==> config.mk <==
export PLATFORM = sky130hd
export DESIGN_NAME = decimal_text_sum_accumulator_flat
export DESIGN_NICKNAME = d
export VERILOG_FILES = /design/src/dtsa_pkg.sv /design/src/dtsa_if.sv /design/src/decimal_text_sum_accumulator.sv /design/src/flat_wrapper.sv
export SDC_FILE = /design/constraint.sdc
export NUM_CORES = 1
export LEC_CHECK = 0
export BUFFER_PORTS_ARGS = -buffer_cell sky130_fd_sc_hd__buf_2
export CORE_ASPECT_RATIO = 0.8
export CORE_MARGIN = 3
export CORE_UTILIZATION = 58
export CTS_CLUSTER_SIZE = 12
export DETAILED_ROUTE_END_ITERATION = 6
export PLACE_DENSITY = 0.77
export SLEW_MARGIN = 20
export SYNTH_ARGS = -nofsm -noshare
export SYNTH_HDL_FRONTEND = slang
export SYNTH_SLANG_ARGS = --single-unit
==> constraint.sdc <==
create_clock -name clk -period 8.35 [get_ports clk]
set_clock_uncertainty 0.2 [all_clocks]
set_input_delay 0.835 -clock clk [delete_from_list [all_inputs] [get_ports clk]]
set_output_delay 0.835 -clock clk [all_outputs]
set_load 0.01 [all_outputs]
==> src/dtsa_pkg.sv <==
`timescale 1ns / 1ps
`default_nettype none
// ----------------------------------------------------------------------------
// dtsa_pkg
// Types, widths and constants for the decimal text sum accumulator.
// ----------------------------------------------------------------------------
package dtsa_pkg;

    localparam int CHAR_BITS   = 8;
    localparam int WHOLE_BITS  = 48;
    localparam int FRAC_BITS   = 34;
    localparam int FRAC_DIGITS = 10;
    localparam int CNT_BITS    = 4;

    localparam logic [WHOLE_BITS-1:0] WHOLE_MAX  = {WHOLE_BITS{1'b1}};
    localparam logic [FRAC_BITS-1:0]  FRAC_SCALE = 34'd10000000000;

    localparam logic [CHAR_BITS-1:0] CH_MINUS = 8'h2D;
    localparam logic [CHAR_BITS-1:0] CH_PLUS  = 8'h2B;
    localparam logic [CHAR_BITS-1:0] CH_POINT = 8'h2E;
    localparam logic [CHAR_BITS-1:0] CH_ZERO  = 8'h30;
    localparam logic [CHAR_BITS-1:0] CH_NINE  = 8'h39;

    // Parser phase, one-hot
    typedef enum logic [3:0] {
        PH_START  = 4'b0001,
        PH_WHOLE  = 4'b0010,
        PH_FRAC   = 4'b0100,
        PH_IGNORE = 4'b1000
    } phase_t;

    // Finished value handed from the parser to the accumulator
    typedef struct packed {
        logic                  valid;
        logic                  send;
        logic                  ovf;
        logic [WHOLE_BITS-1:0] whole;
        logic [FRAC_BITS-1:0]  frac;
    } fin_t;

    // Place value of a fraction digit: 10^n for n = 0..9
    function automatic logic [FRAC_BITS-1:0] pow10_frac(input logic [CNT_BITS-1:0] n);
        logic [FRAC_BITS-1:0] p;
        begin
            unique case (n)
                4'd0:    p = 34'd1;
                4'd1:    p = 34'd10;
                4'd2:    p = 34'd100;
                4'd3:    p = 34'd1000;
                4'd4:    p = 34'd10000;
                4'd5:    p = 34'd100000;
                4'd6:    p = 34'd1000000;
                4'd7:    p = 34'd10000000;
                4'd8:    p = 34'd100000000;
                4'd9:    p = 34'd1000000000;
                default: p = '0;
            endcase
            return p;
        end
    endfunction

endpackage
`default_nettype wire

==> src/dtsa_if.sv <==
`timescale 1ns / 1ps
`default_nettype none
// ----------------------------------------------------------------------------
// dtsa_in_if / dtsa_out_if
// Valid/ready channels for characters in and set totals out.
// ----------------------------------------------------------------------------
interface dtsa_in_if;
    logic                           valid;
    logic                           ready;
    logic [dtsa_pkg::CHAR_BITS-1:0] ch;
    logic                           value_end;
    logic                           set_end;

    modport source(output valid, output ch, output value_end, output set_end, input ready);
    modport sink(input valid, input ch, input value_end, input set_end, output ready);
endinterface

interface dtsa_out_if;
    logic                            valid;
    logic                            ready;
    logic [dtsa_pkg::WHOLE_BITS-1:0] total_whole;
    logic [dtsa_pkg::FRAC_BITS-1:0]  total_frac;
    logic                            saturated;

    modport source(output valid, output total_whole, output total_frac, output saturated,
                   input ready);
    modport sink(input valid, input total_whole, input total_frac, input saturated,
                 output ready);
endinterface
`default_nettype wire

==> src/decimal_text_sum_accumulator.sv <==
`timescale 1ns / 1ps
`default_nettype none
// Path: a set_end transaction, once accepted, is registered in the parse stage
//   (fin_reg), then the accumulate stage loads its total into the output register.
// Throughput: one character per cycle; ready drops only while a total waits at
//   the output register and the sink is not ready.
// Reset: rst_n clears parser state, running totals and all valid flags at once.
// ----------------------------------------------------------------------------
// decimal_text_sum_accumulator
// Parses decimal text one character per transaction into whole and ten-digit
// fraction parts, sums the values of a set and reports the total at set end.
// ----------------------------------------------------------------------------
module decimal_text_sum_accumulator (
    input  wire logic  clk,
    input  wire logic  rst_n,
    dtsa_in_if.sink    text,
    dtsa_out_if.source result
);
    import dtsa_pkg::*;

    // Parser state
    phase_t                phase_reg, phase_next;
    logic [WHOLE_BITS-1:0] vwhole_reg, vwhole_next;
    logic [FRAC_BITS-1:0]  vfrac_reg, vfrac_next;
    logic [CNT_BITS-1:0]   cnt_reg, cnt_next;
    logic                  vovf_reg, vovf_next;

    // Stage between parser and accumulator
    fin_t fin_reg, fin_next;

    // Running totals
    logic [WHOLE_BITS-1:0] sum_whole_reg, sum_whole_next;
    logic [FRAC_BITS-1:0]  sum_frac_reg, sum_frac_next;
    logic                  sovf_reg, sovf_next;

    // Output register
    logic                  out_valid_reg, out_valid_next;
    logic [WHOLE_BITS-1:0] out_whole_reg, out_whole_next;
    logic [FRAC_BITS-1:0]  out_frac_reg, out_frac_next;
    logic                  out_sat_reg, out_sat_next;

    logic                  advance;
    logic                  accept;
    logic                  is_digit;
    logic [3:0]            digit;
    logic                  is_sign;
    phase_t                phase_eff;
    logic [WHOLE_BITS+3:0] whole_x10;
    logic                  whole_sat;
    logic [FRAC_BITS-1:0]  frac_term;
    logic [WHOLE_BITS+1:0] whole_sum;
    logic [FRAC_BITS:0]    frac_sum;
    logic                  frac_carry;
    logic [WHOLE_BITS-1:0] acc_whole;
    logic [FRAC_BITS-1:0]  acc_frac;
    logic                  acc_ovf;
    logic                  ends_value;

    // Pipeline moves whenever the output register is free or being drained
    assign advance    = !out_valid_reg || result.ready;
    assign text.ready = advance;
    assign accept     = text.valid && advance;

    // Character decode
    assign is_digit = (text.ch >= CH_ZERO) && (text.ch <= CH_NINE);
    assign digit    = is_digit ? 4'(text.ch - CH_ZERO) : 4'd0;
    assign is_sign  = (text.ch == CH_MINUS) || (text.ch == CH_PLUS);

    // Digit arithmetic: x10 + d with saturation; fraction digit at its place value
    assign whole_x10 = ({4'd0, vwhole_reg} << 3) + ({4'd0, vwhole_reg} << 1)
                     + {{WHOLE_BITS{1'b0}}, digit};
    assign whole_sat = whole_x10 > {4'd0, WHOLE_MAX};
    assign frac_term = FRAC_BITS'(pow10_frac(CNT_BITS'(FRAC_DIGITS - 1) - cnt_reg)
                                  * {{(FRAC_BITS-4){1'b0}}, digit});
    assign ends_value = text.value_end || text.set_end;

    // Parser: one character per transaction
    always_comb
    begin
        phase_next  = phase_reg;
        vwhole_next = vwhole_reg;
        vfrac_next  = vfrac_reg;
        cnt_next    = cnt_reg;
        vovf_next   = vovf_reg;
        phase_eff   = (phase_reg == PH_START) ? PH_WHOLE : phase_reg;

        if (phase_reg == PH_START && is_sign)
        begin
            phase_next = PH_WHOLE;
        end
        else
        begin
            unique case (phase_eff)
                PH_WHOLE:
                begin
                    phase_next = PH_WHOLE;
                    if (is_digit)
                    begin
                        if (whole_sat)
                        begin
                            vwhole_next = WHOLE_MAX;
                            vovf_next   = 1'b1;
                        end
                        else
                        begin
                            vwhole_next = whole_x10[WHOLE_BITS-1:0];
                        end
                    end
                    else if (text.ch == CH_POINT)
                    begin
                        phase_next = PH_FRAC;
                    end
                    else
                    begin
                        phase_next = PH_IGNORE;
                    end
                end
                PH_FRAC:
                begin
                    if (is_digit && (cnt_reg < CNT_BITS'(FRAC_DIGITS)))
                    begin
                        vfrac_next = vfrac_reg + frac_term;
                        cnt_next   = cnt_reg + CNT_BITS'(1);
                    end
                    else
                    begin
                        phase_next = PH_IGNORE;
                    end
                end
                PH_IGNORE: phase_next = PH_IGNORE;
                default:   phase_next = PH_IGNORE;
            endcase
        end

        // Finished value goes to the accumulator stage
        fin_next.valid = accept && ends_value;
        fin_next.send  = text.set_end;
        fin_next.ovf   = vovf_next;
        fin_next.whole = vwhole_next;
        fin_next.frac  = vfrac_next;

        if (ends_value)
        begin
            phase_next  = PH_START;
            vwhole_next = '0;
            vfrac_next  = '0;
            cnt_next    = '0;
            vovf_next   = 1'b0;
        end
    end

    // Accumulate: whole plus fraction carry, one saturating add
    assign frac_sum   = {1'b0, sum_frac_reg} + {1'b0, fin_reg.frac};
    assign frac_carry = frac_sum >= {1'b0, FRAC_SCALE};
    assign acc_frac   = frac_carry ? FRAC_BITS'(frac_sum - {1'b0, FRAC_SCALE})
                                   : frac_sum[FRAC_BITS-1:0];
    assign whole_sum  = {2'd0, sum_whole_reg} + {2'd0, fin_reg.whole}
                      + {{(WHOLE_BITS+1){1'b0}}, frac_carry};
    assign acc_whole  = (whole_sum > {2'd0, WHOLE_MAX}) ? WHOLE_MAX
                                                        : whole_sum[WHOLE_BITS-1:0];
    assign acc_ovf    = sovf_reg || fin_reg.ovf || (whole_sum > {2'd0, WHOLE_MAX});

    always_comb
    begin
        sum_whole_next = sum_whole_reg;
        sum_frac_next  = sum_frac_reg;
        sovf_next      = sovf_reg;
        out_valid_next = out_valid_reg;
        out_whole_next = out_whole_reg;
        out_frac_next  = out_frac_reg;
        out_sat_next   = out_sat_reg;

        if (advance)
        begin
            out_valid_next = fin_reg.valid && fin_reg.send;
            if (fin_reg.valid)
            begin
                if (fin_reg.send)
                begin
                    out_whole_next = acc_whole;
                    out_frac_next  = acc_frac;
                    out_sat_next   = acc_ovf;
                    sum_whole_next = '0;
                    sum_frac_next  = '0;
                    sovf_next      = 1'b0;
                end
                else
                begin
                    sum_whole_next = acc_whole;
                    sum_frac_next  = acc_frac;
                    sovf_next      = acc_ovf;
                end
            end
        end
    end

    // Control and state registers
    always_ff @(posedge clk or negedge rst_n)
    begin
        if (!rst_n)
        begin
            phase_reg     <= PH_START;
            vwhole_reg    <= '0;
            vfrac_reg     <= '0;
            cnt_reg       <= '0;
            vovf_reg      <= 1'b0;
            fin_reg       <= '0;
            sum_whole_reg <= '0;
            sum_frac_reg  <= '0;
            sovf_reg      <= 1'b0;
            out_valid_reg <= 1'b0;
        end
        else
        begin
            if (accept)
            begin
                phase_reg  <= phase_next;
                vwhole_reg <= vwhole_next;
                vfrac_reg  <= vfrac_next;
                cnt_reg    <= cnt_next;
                vovf_reg   <= vovf_next;
            end
            if (advance)
            begin
                fin_reg <= fin_next;
            end
            sum_whole_reg <= sum_whole_next;
            sum_frac_reg  <= sum_frac_next;
            sovf_reg      <= sovf_next;
            out_valid_reg <= out_valid_next;
        end
    end

    // Payload registers
    always_ff @(posedge clk)
    begin
        out_whole_reg <= out_whole_next;
        out_frac_reg  <= out_frac_next;
        out_sat_reg   <= out_sat_next;
    end

    assign result.valid       = out_valid_reg;
    assign result.total_whole = out_whole_reg;
    assign result.total_frac  = out_frac_reg;
    assign result.saturated   = out_sat_reg;

endmodule
`default_nettype wire

==> src/flat_wrapper.sv <==
// flat-port wrapper written by rule: the top's interface ports become plain ports
module decimal_text_sum_accumulator_flat import dtsa_pkg::*;
  (clk, rst_n, text_valid, text_ch, text_value_end, text_set_end, text_ready, result_valid, result_total_whole, result_total_frac, result_saturated, result_ready);
  dtsa_in_if text_i ();
  dtsa_out_if result_i ();
  input  wire logic clk;
  input  wire logic rst_n;
  input wire logic [$bits(text_i.valid)-1:0] text_valid;
  input wire logic [$bits(text_i.ch)-1:0] text_ch;
  input wire logic [$bits(text_i.value_end)-1:0] text_value_end;
  input wire logic [$bits(text_i.set_end)-1:0] text_set_end;
  output wire logic [$bits(text_i.ready)-1:0] text_ready;
  output wire logic [$bits(result_i.valid)-1:0] result_valid;
  output wire logic [$bits(result_i.total_whole)-1:0] result_total_whole;
  output wire logic [$bits(result_i.total_frac)-1:0] result_total_frac;
  output wire logic [$bits(result_i.saturated)-1:0] result_saturated;
  input wire logic [$bits(result_i.ready)-1:0] result_ready;
  assign text_i.valid = text_valid;
  assign text_i.ch = text_ch;
  assign text_i.value_end = text_value_end;
  assign text_i.set_end = text_set_end;
  assign text_ready = text_i.ready;
  assign result_valid = result_i.valid;
  assign result_total_whole = result_i.total_whole;
  assign result_total_frac = result_i.total_frac;
  assign result_saturated = result_i.saturated;
  assign result_i.ready = result_ready;
  decimal_text_sum_accumulator u_core (.clk(clk), .rst_n(rst_n), .text(text_i), .result(result_i));
endmodule
# Yosys cells after proc, flatten, opt, wreduce, memory -nomap -nowiden
# Memories as Yosys holds them, arrays and structs flattened.
# Index checks and enable logic that the tools add are counted.
dict set report totals {
  mem_count 1
  inputBits 14
  out_inout_bits 85
  reg_bits 343
  mem_bits_ro 480
}
# name depth width read_ports rd_clocked_by_memory_dff wr line
set memory_table {}
lappend memory_table {{(no name shown)} 16 30 1 0 0 dtsa_pkg.sv:45} ;# unique case (n)
dict set report op_classes {
  n_mux 31
  reduce_logical 18
  n_lt_le_gt_ge 6
  n_mul 1
  n_eq_ne 8
  n_addsub 10
}
# operator n
set ops {}
lappend ops {{48-bit 2-to-1 mux} 7}
lappend ops {{34-bit 2-to-1 mux} 6}
lappend ops {{51-bit by 49-bit adder with 52-bit output} 1}
lappend ops {{52-bit by 4-bit adder with 52-bit output} 1}
lappend ops {{52-bit by 48-bit greater-than comparator with 1-bit output (second input constant)} 1}
lappend ops {{50-bit by 1-bit adder with 50-bit output} 1}
lappend ops {{50-bit by 48-bit greater-than comparator with 1-bit output (second input constant)} 1}
lappend ops {{48-bit by 48-bit adder with 49-bit output} 1}
lappend ops {{4-bit 2-to-1 mux} 11}
lappend ops {{34-bit by 34-bit adder with 35-bit output} 1}
lappend ops {{35-bit by 34-bit >= comparator with 1-bit output (second input constant)} 1}
lappend ops {{34-bit adder} 1}
lappend ops {{34-bit by 4-bit multiplier with 34-bit output} 1}
lappend ops {{34-bit subtractor (second input constant)} 1}
lappend ops {{8-bit by 6-bit == test with 1-bit output (second input constant)} 3}
lappend ops {{8-bit by 6-bit >= comparator with 1-bit output (second input constant)} 1}
lappend ops {{8-bit by 6-bit <= comparator with 1-bit output (second input constant)} 1}
lappend ops {{4-bit one-hot mux with 2 select lines} 1}
lappend ops {{1-bit logical AND} 6}
lappend ops {{1-bit 2-to-1 mux} 6}
lappend ops {{1-bit logical OR} 5}
lappend ops {{4-bit by 1-bit adder with 4-bit output (second input constant)} 1}
lappend ops {{4-bit by 1-bit == test with 1-bit output (second input constant)} 1}
lappend ops {{4-bit by 2-bit == test with 1-bit output (second input constant)} 1}
lappend ops {{11 further kinds} 13}

# Depth between registers and ports, before layout
dict set report logic_depth {
  ltp_word 10
  ltp_mapped 31
  mapped_depth_nobuf 30
}

# Worst setup path before layout
# OpenSTA, ideal clock, no wires.
dict set report synth_timing {
  path_type {register to register}
  startpoint {register u_core.sum_frac_reg[0]}
  endpoint {register u_core.out_whole_reg[14] (netlist: u_core.result.total_whole[14]) (data pin)}
  required_ns 7.892
  stages_incl_launch_ff 32
  setup_slack_ns 1.213
  period_less_slack_ns 7.137
  path_buffers 2
  t_arrival_ns 6.679
  cell_sequence {dfrtp_1 ha_1 fa_1 a211oi_1 o211ai_1 o22ai_1 o21a_1 xnor2_1 ha_1 or4b_2 nor4_1 nand3b_1 nor3_1 o211a_1 o311ai_1 a31oi_1 nor2_1 inv_1 ha_1 ha_1 nand2_1 nor2_1 and4_1 nand4_1 or4_1 nor4_4 nand3_2 nor4b_4 mux2i_2 buf_6 buf_2 nand2_1}
}
dict set report synth_via {
  elab_chain_len 5
}
# element line
set synth_rtl {}
lappend synth_rtl {{start: declaration} decimal_text_sum_accumulator.sv:33} ;# logic [FRAC_BITS-1:0] sum_frac_reg, sum_frac_next;
lappend synth_rtl {{start signal: assignment} decimal_text_sum_accumulator.sv:228} ;# sum_frac_reg <= sum_frac_next;
lappend synth_rtl {{34-bit by 34-bit adder with 35-bit output *} decimal_text_sum_accumulator.sv:153} ;# assign frac_sum = {1'b0, sum_frac_reg} + {1'b0, fin_reg.frac};
lappend synth_rtl {{35-bit by 34-bit >= comparator with 1-bit output *} decimal_text_sum_accumulator.sv:154} ;# assign frac_carry = frac_sum >= {1'b0, FRAC_SCALE};
lappend synth_rtl {{50-bit by 1-bit adder with 50-bit output *} decimal_text_sum_accumulator.sv:158} ;# + {{(WHOLE_BITS+1){1'b0}}, frac_carry};
lappend synth_rtl {{50-bit by 48-bit greater-than comparator with 1-bit output} decimal_text_sum_accumulator.sv:159} ;# assign acc_whole = (whole_sum > {2'd0, WHOLE_MAX}) ? WHOLE_MAX
lappend synth_rtl {{48-bit 2-to-1 mux *} decimal_text_sum_accumulator.sv:159}
lappend synth_rtl {{via u_core.acc_whole[14]} decimal_text_sum_accumulator.sv:54} ;# logic [WHOLE_BITS-1:0] acc_whole;
lappend synth_rtl {{end signal: assignment} decimal_text_sum_accumulator.sv:237} ;# out_whole_reg <= out_whole_next;
lappend synth_rtl {{end: declaration} decimal_text_sum_accumulator.sv:38} ;# logic [WHOLE_BITS-1:0] out_whole_reg, out_whole_next;
# The timed path passes the listed nets; every way through them passes the cells marked *.
# A chain may end at the register's enable or synchronous reset.

# Final worst setup path
dict set report layout_timing {
  startpoint {register u_core.sum_frac_reg[0]}
  endpoint {register u_core.sum_whole_reg[19]}
}
dict set report layout_via {
  elab_chain_len 6
}
# element line
set layout_rtl {}
lappend layout_rtl {{34-bit by 34-bit adder with 35-bit output *} decimal_text_sum_accumulator.sv:153}
lappend layout_rtl {{35-bit by 34-bit >= comparator with 1-bit output *} decimal_text_sum_accumulator.sv:154}
lappend layout_rtl {{50-bit by 1-bit adder with 50-bit output *} decimal_text_sum_accumulator.sv:158}
lappend layout_rtl {{50-bit by 48-bit greater-than comparator with 1-bit output} decimal_text_sum_accumulator.sv:159}
lappend layout_rtl {{48-bit 2-to-1 mux *} decimal_text_sum_accumulator.sv:159}
lappend layout_rtl {{via u_core.acc_whole[19]} decimal_text_sum_accumulator.sv:54}
lappend layout_rtl {{48-bit 2-to-1 mux *} decimal_text_sum_accumulator.sv:178} ;# if (fin_reg.send)
lappend layout_rtl {{end signal: assignment} decimal_text_sum_accumulator.sv:227} ;# sum_whole_reg <= sum_whole_next;
lappend layout_rtl {{end: declaration} decimal_text_sum_accumulator.sv:32} ;# logic [WHOLE_BITS-1:0] sum_whole_reg, sum_whole_next;
# Marked as above.

==> results.txt <==
The flow ran to the end, and the final reports show no timing, DRC or antenna violations. Counting the buffers created by CTS gives 38. The filler-free cell count of the finished design is 3765. The fraction of the yosys area taken by sequential cells is 32.81%, and the buffer levels on the longest clock path is 3.

The number of max-slew violations in the final report came out at 0. The effective utilization at floorplan is 59.31%. The number of cells on the worst reg-to-reg path was 32. The count of inserted antenna diode cells is 0, and the number of inserted filler cells in the final layout is 3915. The number of standard-cell rows in the floorplan is 70.

After synthesis the netlist holds a flip-flop and latch count of 343. At the end of routability-driven placement, the weighted congestion stood at 0.9690. The total area of multi-input combinational cells is 17470 um^2, and the number of warnings printed during yosys synthesis is 0. In this run the tool buffered the top-level ports with 98 buffer cells. The cell type group with the largest total delay on the critical path was simple AND/OR/NAND/NOR gates. The slew at the pin closest to its max-slew limit was 0.9642 ns. Counting every net in the synthesized netlist gives 3434. Setup slack on the worst reg-to-reg path comes out at 0.38 ns. Registers take 9000 um^2. The internal power contribution was 3.460 mW. Combinational cells account for 30.2% of the total power. The number of distinct library cells after synthesis came out at 86. The pin count of the biggest net entering global routing is 84. The clock sink total was 343; the netlist area before placement was 27430 um^2.

The async set-reset flop share out of synthesis came out at 75.80%. Using the TritonRoute via totals, the vias-per-cell ratio works out to 6.408. The number of instances in the placed design came out at 3693.

The critical path's slowest cell is or4b_2. The half-perimeter wire length after placement is 57980 um, and the count of TritonRoute iterations in the first routing pass is 6. The arithmetic-cell share of the synthesized area counting full adders, half adders and majority gates is 17.25%.

Setup violations remaining at the end of the flow were counted as 0. Together, buffers and inverters on the worst path number 3. The run gives 8.24 ns as the arrival time at the worst endpoint. Summing internal, switching and leakage power gives 5.340 mW. The average wire length per cell after detail routing was 20.94 um; the net switching fraction of the power was 35.21%. On the final layout, the worst hold slack is 0.03839 ns. Across the run, the number of max-cap violations was 0. For this design the static power due to leakage is 14.60 nW.

The floorplan step defined a core boundary enclosing 46240 um^2. Timing would allow up to 125.4 MHz. The main combinational cell family by area after synthesis is compound AO/OA/AOI/OAI gates.

The placement-stage worst setup slack is 0.1421 ns. The clock tree root buffer cell was clkbuf_16. The worst pin sits at a relative slew slack of 35.65%. The tools report the via count of the first global-routing pass as 22600.

The delay of the slowest cell on the worst path came out at 0.60 ns. After synthesis, the mean cell area works out to 8.856 um^2. In this run the remaining antenna-violating nets after routing total 0. The die is 249.1 um wide. For the count of unresolved DRC violations after routing, the log shows 0. dfrtp_1 takes more of the synthesized area than any other cell. The overall overflow remaining after global route was 0. The clock transition at the register clock pins on the worst setup and hold paths after CTS works out to 0.06 ns. Of the total power, registers draw 39.2%. The detailed router finished its first iteration with 2597 violations.

The net count of the finished layout is 3463. Yosys attributes the largest share of cell area to dfrtp_1 (24%), ha_1 (11%), edfxtp_1 (9.1%), fa_1 (6.7%), nand2_1 (5.0%). The register with the most flip-flops in the layout has 85 of them. The synthesized design contains 83 enable-type register cells. Summed over its instances, the top area cell type makes up 23.63% of the synthesized netlist area. The full die area came out at 49950 um^2. STA puts the critical path data required time at 8.61 ns. Relative to the synthesized area, the layout overhead comes to 8.267%. The synthesized netlist devotes 6.036% of its cell area to XOR and XNOR gates.

The die is 200.5 um tall. The maximum ir drop on the vdd rail came out at 0.0001551 V. In this run, the clock network consumes 30.7% of the power. The worst setup path is captured at a flop. Counting I/O delays and the setup requirement, the final critical path takes 7.972 ns.

TritonCTS built the clock tree. In this run the number of H-tree levels came out at 2. The least setup slack across all paths after layout was 0.3779 ns; the complex-gate fraction of the synthesized area was 22.38%.

The clock latency on the worst-skew pair was 0.58 ns; the fraction of the mapped netlist area in simple logic gates was 17.13%. In this run the power spent charging and discharging nets is 1.880 mW. For this run, the leading register cell type out of synthesis is dfrtp_1.

Number of antenna violations at the first check in global routing: 0. Along the worst path, the maximum fanout reaches 32. The setup path with the least slack is of type reg -> reg. The tools report the reg-to-reg critical path startpoint as u_core.sum_frac_reg[0]$_DFFE_PN0P_.

Dividing the final minimum period by the clock period gives 95.47%. The worst setup path is launched from a flop. Dividing total power by cell area gives a power density of 179.8 nW/um^2. The first global-routing pass estimated 126500 um of wire. The final standard cell utilization of the core was 64.21%.

The tools report the cell count after synthesis as 3097. In this run the worst setup path begins at u_core.sum_frac_reg[0]$_DFFE_PN0P_. Capture point of the worst reg-to-reg path: u_core.sum_whole_reg[19]$_DFFE_PN0P_. The final count of hold timing violations is 0. The min-delay analysis places its worst path in the category in -> async. The detailed router placed 24130 vias in this run. Critical path's most frequent cell: ha_1. In the final layout, the share of cells above drive strength 1 is 8.024%. The multiplexer share of the synthesized area is 0.5018%. During I/O placement, the number of pins put on the boundary was 99.

In the global route stage, overall resource usage came out at 31.05%. For this block, the routed nets add up to 78830 um of wire.
-- power groups by stage --
stage          sequential [mW]  clock [mW]  combinational [mW]
2_1_floorplan             2.10           0                1.09
3_3_place_gp              2.11           0                1.51
3_5_place_dp              2.11           0                1.55
4_1_cts                   2.09        1.66                1.56
5_1_grt                   2.11        1.74                1.76
6_report                  2.09        1.64                1.61
-- per-stage QoR --
stage / cell area, um^2 / TNS [ns]
after floorplan: 27430 / 0
after global placement: 28380 / 0
after detailed placement: 28380 / 0
after CTS: 29550 / 0
after global routing: 29690 / -0.04989
final: 29690 / 0
-- worst register-to-register path, delay by kind of cell, from the launching register on --
family	cells	cell delay (ns)
XOR/XNOR	1	0.19
AO/OA/AOI/OAI	8	1.48
adder cells (fa/ha/maj)	5	1.35
flip-flops	1	0.39
buffers and inverters	3	0.44
AND/OR/NAND/NOR	14	3.55
multiplexers	1	0.31
-- layout make-up --
cell class / count / share of cell area (%)
Timing Repair Buffer: 129 / 2.667
Inverter: 132 / 1.673
Sequential cell: 343 / 30.31
Multi-Input combinational cell: 2482 / 58.82
Clock inverter: 11 / 0.3160
Clock buffer: 56 / 3.636
Tap cell: 612 / 2.579
-- worst max path at each step --
stage	to	slack, ns	cells after the start
3_3_place_gp	u_core.sum_whole_reg[22]$_DFFE_PN0P_	0.33	31
5_1_grt	u_core.sum_whole_reg[19]$_DFFE_PN0P_	-0.02	30
6_report	u_core.sum_whole_reg[19]$_DFFE_PN0P_	0.38	32
3_5_place_dp	u_core.result.total_whole[35]$_DFFE_PP_	0.14	30
4_1_cts	u_core.result.total_whole[35]$_DFFE_PP_	0.09	30
2_1_floorplan	u_core.result.total_whole[14]$_DFFE_PP_	1.21	31
-- placed cells by master (no fill, tap or decap), drive strengths merged, types with 57 or more instances in the layout --
| cell type | instances |
|---|---|
| buf | 128 |
| dfrtp | 259 |
| a22o | 64 |
| a21oi | 254 |
| xor2 | 66 |
| xnor2 | 123 |
| fa | 92 |
| a31oi | 73 |
| clkbuf | 57 |
| edfxtp | 83 |
| o21ai | 269 |
| and3 | 72 |
| a21o | 102 |
| ha | 231 |
| inv | 132 |
| nor2 | 230 |
| nand2 | 376 |
-- synthesized netlist by cell type (all sizes together), types with 6 or more instances --
library cell / count
buf: 18
nor2b: 24
a211oi: 23
and4: 13
a2111oi: 8
o21ai: 269
a22o: 64
nor3b: 11
or2: 14
o211ai: 22
nand3: 54
xnor2: 123
xor2: 66
nand2: 376
ha: 231
nand2b: 31
a211o: 9
nor4b: 6
a21o: 102
o21a: 31
a31oi: 73
o2111ai: 9
o31ai: 15
edfxtp: 83
fa: 92
nor2: 230
nor3: 46
and2: 31
or3: 9
dfrtp: 259
a21oi: 254
nor4: 9
a31o: 7
clkbuf: 122
nand4: 34
inv: 132
and3: 72
o311ai: 7
nand3b: 6
o21bai: 25
a311oi: 7
mux2i: 10
o22ai: 6
-- routing by layer --
metal | GRT usage [%] | vias to the layer above | share of wire, %
li1 | - | 11190 | -
met1 | 49.84 | 11800 | 48
met2 | 42.54 | 1020 | 40
met3 | 6.904 | 110 | 10
met4 | 6.214 | 0 | 1.8
met5 | 0 | - | 0
-- timing repair --
| item | 4_1_cts | 5_1_grt |
|---|---|---|
| gates resized for setup | 0 | 14 |
| hold buffers | 0 | 0 |
| buffers inserted | 0 | 4 |
| endpoints found under the setup margin | 0 | 96 |
-- cells by family after synthesis --
family / count (synthesis)
buf+inv: 272
simple gates: 983
xor+xnor: 189
fa+ha+maj: 323
compound gates: 974
flops: 343
mux: 13
Power figures use the tool's default switching activity.
